$ cat src/vector3_fixed_point_alu_top_assert.svh
// Assertion macros for the vector ALU top-level source.
// Each macro expects clk_i and rst_ni in the scope where it is used.
`ifndef VECTOR3_FIXED_POINT_ALU_TOP_ASSERT_SVH
`define VECTOR3_FIXED_POINT_ALU_TOP_ASSERT_SVH

// Same-cycle implication.
`define VFA_ASSERT(lbl, ante, cons) \
  lbl: assert property (@(posedge clk_i) disable iff (!rst_ni) (ante) |-> (cons)) \
    else $error("vector ALU assertion failed");

// Next-cycle implication.
`define VFA_ASSERT_NEXT(lbl, ante, cons) \
  lbl: assert property (@(posedge clk_i) disable iff (!rst_ni) (ante) |=> (cons)) \
    else $error("vector ALU assertion failed");

`endif

$ cat src/vfa_pkg.sv
package vfa_pkg;

  // Default word geometry: signed Q16.16 in 32 bits.
  localparam int WORD_BITS_DEF = 32;
  localparam int FRAC_BITS_DEF = 16;

  // One lane per vector component.
  localparam int NUM_LANES = 3;

  // Operation codes.
  typedef enum logic [2:0] {
    FUNC_ADD       = 3'd0,
    FUNC_SUB       = 3'd1,
    FUNC_SCALE     = 3'd2,
    FUNC_DOT       = 3'd3,
    FUNC_LENGTH    = 3'd4,
    FUNC_NORMALIZE = 3'd5,
    FUNC_LERP      = 3'd6
  } func_e;

  // Pipeline control handed to the iterative units.
  typedef struct packed {
    logic valid;
    logic en;
  } pipe_ctrl_t;

endpackage

$ cat src/vfa_lane.sv
module vfa_lane #(
  parameter int WORD_BITS = vfa_pkg::WORD_BITS_DEF
) (
  input  logic                        clk_i,
  input  logic                        en_i,
  input  vfa_pkg::func_e              func_i,
  input  logic signed [WORD_BITS-1:0] a_i,
  input  logic signed [WORD_BITS-1:0] b_i,
  input  logic signed [WORD_BITS-1:0] k_i,
  output logic signed [2*WORD_BITS:0] prod_o,
  output logic signed [WORD_BITS:0]   sum_o,
  output logic signed [WORD_BITS-1:0] a_o
);
  import vfa_pkg::*;

  localparam int W = WORD_BITS;

  logic signed [W:0]   a_ext, b_ext, k_ext;
  logic signed [W:0]   x_d, x_q;
  logic signed [W-1:0] y_d, y_q;
  logic signed [W:0]   sum_d, sum1_q, sum2_q;
  logic signed [W-1:0] a1_q, a2_q;
  logic signed [2*W:0] prod_q;

  // Operand selection for the lane multiplier and the adder.
  always_comb begin
    a_ext = {a_i[W-1], a_i};
    b_ext = {b_i[W-1], b_i};
    k_ext = {k_i[W-1], k_i};
    x_d   = '0;
    y_d   = '0;
    sum_d = '0;
    unique case (func_i)
      FUNC_ADD: begin
        sum_d = a_ext + b_ext;
      end
      FUNC_SUB: begin
        sum_d = a_ext - b_ext;
      end
      FUNC_SCALE: begin
        x_d = k_ext;
        y_d = a_i;
      end
      FUNC_DOT: begin
        x_d = a_ext;
        y_d = b_i;
      end
      FUNC_LENGTH, FUNC_NORMALIZE: begin
        x_d = a_ext;
        y_d = a_i;
      end
      FUNC_LERP: begin
        x_d = b_ext - a_ext;
        y_d = k_i;
      end
      default: begin
      end
    endcase
  end

  // Operand register, then the product register.
  always_ff @(posedge clk_i) begin
    if (en_i) begin
      x_q    <= x_d;
      y_q    <= y_d;
      sum1_q <= sum_d;
      a1_q   <= a_i;
      prod_q <= x_q * y_q;
      sum2_q <= sum1_q;
      a2_q   <= a1_q;
    end
  end

  assign prod_o = prod_q;
  assign sum_o  = sum2_q;
  assign a_o    = a2_q;

endmodule

$ cat config.mk
export PLATFORM = sky130hd
export DESIGN_NAME = vfa_lane
export DESIGN_NICKNAME = d
export VERILOG_FILES = /design/src/vector3_fixed_point_alu_top_assert.svh /design/src/vfa_pkg.sv /design/src/vfa_lane.sv
export SDC_FILE = /design/constraint.sdc
export NUM_CORES = 2
export LEC_CHECK = 0
export BUFFER_PORTS_ARGS = -buffer_cell sky130_fd_sc_hd__clkbuf_2
export CORE_MARGIN = 2
export CORE_UTILIZATION = 48
export DETAILED_ROUTE_END_ITERATION = 7
export PLACE_DENSITY = 0.75
export SYNTH_ARGS = -nofsm -noshare
export SYNTH_HDL_FRONTEND = slang
export SYNTH_SLANG_ARGS = --single-unit
$ cat constraint.sdc
create_clock -name clk_i -period 16.25 [get_ports clk_i]
set_input_delay 2.4375 -clock clk_i [delete_from_list [all_inputs] [get_ports clk_i]]
set_output_delay 2.4375 -clock clk_i [all_outputs]
set_load 0.01 [all_outputs]
# Word-level counts from Yosys, hierarchy flattened
# Index checks and enable logic that the tools add are counted.
[totals]
reg_bits = 260
input_bits = 101
output_inout_bits = 130
wordCells = 23
[op_classes]
n_addsub = 3
multipliers = 1
n_eq_ne = 6
mux = 3
reduce_logical = 3
[ops]
columns = ["operator", "n"]
rows = [
  ["33-bit one-hot mux with 3 select lines", 1],
  ["32-bit one-hot mux with 3 select lines", 1],
  ["33-bit one-hot mux with 2 select lines", 1],
  ["32-bit by 32-bit subtractor with 33-bit output", 2],
  ["33-bit by 32-bit multiplier with 65-bit output", 1],
  ["32-bit by 32-bit adder with 33-bit output", 1],
  ["3-bit equality test, second input constant", 3],
  ["3-bit by 2-bit equality test with 1-bit output, second input constant", 2],
  ["3-bit OR reduction", 2],
  ["3-bit by 1-bit equality test with 1-bit output, second input constant", 1],
  ["3-bit logical NOT", 1],
]

# Depth between registers and ports, before layout
[logic_depth]
depth_word = 3
ltp_mapped = 28
depth_no_buf = 27

# Worst setup path before layout
# Ideal clock, no wire load.
[synth_path]
kind = "reg-to-reg"
start = "register x_q[32]"
end = "register prod_q[64], in the netlist prod_o[64], data pin"
setup_time_ps = 260
t_arrival_ps = 8040
required_time_ps = 15990
slack_ps = 7950
path_stages_with_launch = 29
n_path_buf = 1
synth_period_minus_slack_ps = 8300
path_cell_list = "edfxtp_1 -> clkbuf_1 -> nand2_1 -> inv_1 -> fa_1 -> inv_1 -> fa_1 -> inv_1 -> fa_1 -> fa_1 -> inv_1 -> fa_1 -> inv_1 -> fa_1 -> inv_1 -> fa_1 -> inv_1 -> fa_1 -> ha_1 -> o21a_1 -> o211ai_1 -> or3_1 -> or3_1 -> o22ai_1 -> a31oi_1 -> a311o_1 -> nor2_1 -> o221ai_1 -> xnor2_1"
[synth_between]
elab_chain_cells = 1
[synth_lines]
columns = ["element", "line_no", "text"]
rows = [
  ["from (decl)", "vfa_lane.sv:19", "logic signed [W:0] x_d, x_q;"],
  ["from (signal assigned)", "vfa_lane.sv:64", "x_q <= x_d;"],
  ["33-bit by 32-bit multiplier with 65-bit output", "vfa_lane.sv:68", "prod_q <= x_q * y_q;"],
  ["to (signal assigned)", "vfa_lane.sv:68", ""],
  ["to (decl)", "vfa_lane.sv:23", "logic signed [2*W:0] prod_q;"],
]
# Every way passes these cells.
# A chain may end at the register's enable or synchronous reset.

# Final worst setup path
[layout_path]
start = "register y_q[5]"
end = "register prod_q[62], in the netlist prod_o[62], data pin"
[layout_between]
elab_chain_cells = 1
[layout_lines]
columns = ["element", "line_no", "text"]
rows = [
  ["from (decl)", "vfa_lane.sv:20", "logic signed [W-1:0] y_d, y_q;"],
  ["from (signal assigned)", "vfa_lane.sv:65", "y_q <= y_d;"],
  ["33-bit by 32-bit multiplier with 65-bit output", "vfa_lane.sv:68", ""],
]
# Every way passes these cells.

==> run metrics <==
status=finished, final reports clean; CORE AREA=roughly 100000 sq um; Yosys top cell area share=roughly 45%; # H-tree levels=1; synthesized area=between 50000 and 60000 sq um; Synth cell types=79; crit path max fanout=33; ranking of synthesized cells by area=fa_1, edfxtp_1, inv_1, and2_1, ha_1; largest net degree at the start of global routing=~130; Setup TNS=0 ns; CP top delay family=adder cells; Tcrit/Tclk final=63.9%; vias per inst=about 5.5; EDFF count, synth=260; Post-Route WL=between 100000 and 150000 microns; max-cap viol count=0; floorplan row count=about 120; Setup crit start kind=flip-flop; first-pass GRT wire length=218000 microns; most frequent CP cell=fa_1; TritonCTS clock tree=built; Final HPWL DP=between 100000 and 150000 microns; RSZ-0062 raised after global routing=no; wire per inst=roughly 21 microns; Worst Path Buf+Inv=7; layout cells sized above 1=roughly 7.6%; fmax=roughly 96 MHz; Worst Hold Path Cells=0; Syn Nets=approximately 6400; die width=between 300 and 400 microns; IO Pins=231; clock period minus worst slack=10.39 ns; max incr delay on CP=between 1 and 1.5 ns; RR Startpoint=y_q[5]$_DFFE_PP_; Post-synth ARST share=0%; CTS max path bufs=3; Max Slew Vio Count=0; Multi-input gate area=37400 sq um; instance count on the critical path=27; Final nets=about 6500; CP Launch Point=y_q[5]$_DFFE_PP_; post-route ant nets=0; vias in the first global route=approximately 40000; yosys warns=0; die area=107000 sq um; Fill cells=slightly above 9000; CP max stage cell=edfxtp_1; Synth area leader=fa_1; RD Place Congestion=about 0.94; Layout Skew=roughly 0.060 ns; Worst Tran Pin Value=roughly 1.4 ns; Clk Latency, worst-skew pair=0.65 ns; endpoint class of the critical path=flip-flop; CP required=between 15 and 20 ns; Num CTS Buffers=30; final setup fails=0; GR Overflow Total=0; overall routing resource usage=a little over a quarter; final hold viol count=0; port bufs=230; Primary FF master, synth=edfxtp_1; Reg area=a little under 8000 sq um; via count=around 36000; post-synthesis sequential area ratio=about 16%; post-cts gate resize count=0; Slew headroom=a little over 6%; R2R depth=27; First-pass DRT Iterations=6; effective utilization at floorplan=slightly below 50%; initial DRC count=~2900; Post-CTS Hold Fix Bufs=0; root buf cell=clkbuf_16; clock sinks=260; Hold Crit Start=sum1_q[20]$_SDFFCE_PN0P_; post-CTS setup buffer count=0; clock-pin slew on the worst setup and hold paths=roughly 0.060 ns; initial antenna violation count=3; Avg Synthesized Cell Area=approximately 10 sq um; Gate Count Post-Synth=4983; critical path class=flip-flop to flip-flop; die height=327 microns; number of synthesized register bits=260; Remaining DRCs=0; Syn-to-layout area delta=7.09%; worst hold path class=flip-flop to flip-flop; Arr. time, crit path=~11 ns
registers in the layout (all words and copies together) (netlist names):
signal,flops
x_q,33
sum1_q,33
prod_o,65
a_o,32
a1_q,32
sum_o,33
y_q,32
placed cells by master (no fill, tap or decap), drive strengths merged, types with 7 or more instances in the layout:
master / Yosys / routed
o211ai: 9 / 9
o21ai: 96 / 96
a211o: 7 / 7
o21bai: 21 / 21
a21o: 58 / 58
nor4: 9 / 9
and3: 7 / 7
nand2: 583 / 583
nor3: 27 / 27
ha: 251 / 251
nand2b: 23 / 23
a31oi: 21 / 21
a22oi: 9 / 9
a21oi: 122 / 122
fa: 1114 / 1114
nor3b: 13 / 13
nand4: 25 / 25
nand3: 22 / 22
buf: 15 / 79
a211oi: 10 / 10
xor2: 37 / 37
clkbuf: 227 / 263
o21a: 10 / 10
inv: 1049 / 1052
clkinv: 0 / 15
xnor2: 110 / 110
or3: 8 / 8
a22o: 65 / 65
nor2: 118 / 118
mux2i: 18 / 18
nor2b: 13 / 13
edfxtp: 260 / 260
and2: 548 / 548
final timing paths:
kind,to,slack (ns)
max,prod_o[62]$_DFFE_PP_,5.86
min,sum_o[20]$_DFFE_PP_,0.39
max reg2reg,prod_o[62]$_DFFE_PP_,5.86
min reg2reg,sum_o[20]$_DFFE_PP_,0.39
logic make-up (layout without fill, tap and decap cells):
family / after synthesis / after routing / share of synthesized area, %
buffers and inverters: 1291 / 1413 / 9.73
XOR/XNOR: 147 / 147 / 2.57
AND/OR/NAND/NOR: 1415 / 1415 / 14.1
other: 0 / 4 / 0
flip-flops: 260 / 260 / 15.6
adder cells (fa/ha/maj): 1365 / 1365 / 50.8
AO/OA/AOI/OAI: 485 / 485 / 6.71
multiplexers: 20 / 20 / 0.405
area by class of cell:
class	count	share of cell area [%]
Tap cell	1380	3.22
Clock inverter	22	0.383
Sequential cell	260	14.6
Inverter	1049	7.35
Clock buffer	34	1.43
Timing Repair Buffer	308	3.26
Multi-Input combinational cell	3432	69.8
Antenna cell	4	0.0187
metrics by stage:
stage	util [%]	instance area [sq um]	hold slack (ns)	setup slack, ns	instances
final	51.8	53600	0.391	5.86	6489
after CTS	51.8	53600	0.383	5.97	6485
after global placement	50.8	52600	0.400	6.15	6429
after detailed placement	50.8	52600	0.405	6.08	6429
after floorplan	-	50000	0.400	7.95	4983
after global routing	51.8	53600	0.412	5.39	6488
synth_stat cells, types with 6 or more instances:
| master | count |
|---|---|
| fa_1 | 1114 |
| inv_1 | 1048 |
| nand2_1 | 583 |
| and2_1 | 548 |
| edfxtp_1 | 260 |
| ha_1 | 251 |
| clkbuf_1 | 227 |
| nor2_1 | 118 |
| a21oi_1 | 116 |
| xnor2_1 | 110 |
| o21ai_0 | 90 |
| a22o_1 | 65 |
| a21o_1 | 58 |
| xor2_1 | 37 |
| nor3_1 | 27 |
| nand4_1 | 25 |
| nand2b_1 | 23 |
| nand3_1 | 22 |
| a31oi_1 | 21 |
| o21bai_1 | 21 |
| mux2i_1 | 18 |
| nor2b_1 | 13 |
| nor3b_1 | 13 |
| o21a_1 | 10 |
| a211oi_1 | 9 |
| a22oi_1 | 9 |
| nor4_1 | 9 |
| o211ai_1 | 8 |
| or3_1 | 8 |
| a211o_1 | 7 |
| and3_1 | 7 |
| buf_1 | 7 |
| buf_2 | 6 |
| o21ai_1 | 6 |
layer usage:
layer	global-route usage (%)	vias up	part of all wire, %	wire length, microns
li1	-	15400	-	-
met1	33.4	18200	37	51000
met2	42.9	1752	47	64200
met3	5.35	432	9.3	12700
met4	13.6	0	6.1	8280
met5	0	-	0	0
Power is left out: the tool's default activity adds up to more than one toggle a clock period on the data nets, which glitch-free logic cannot reach.
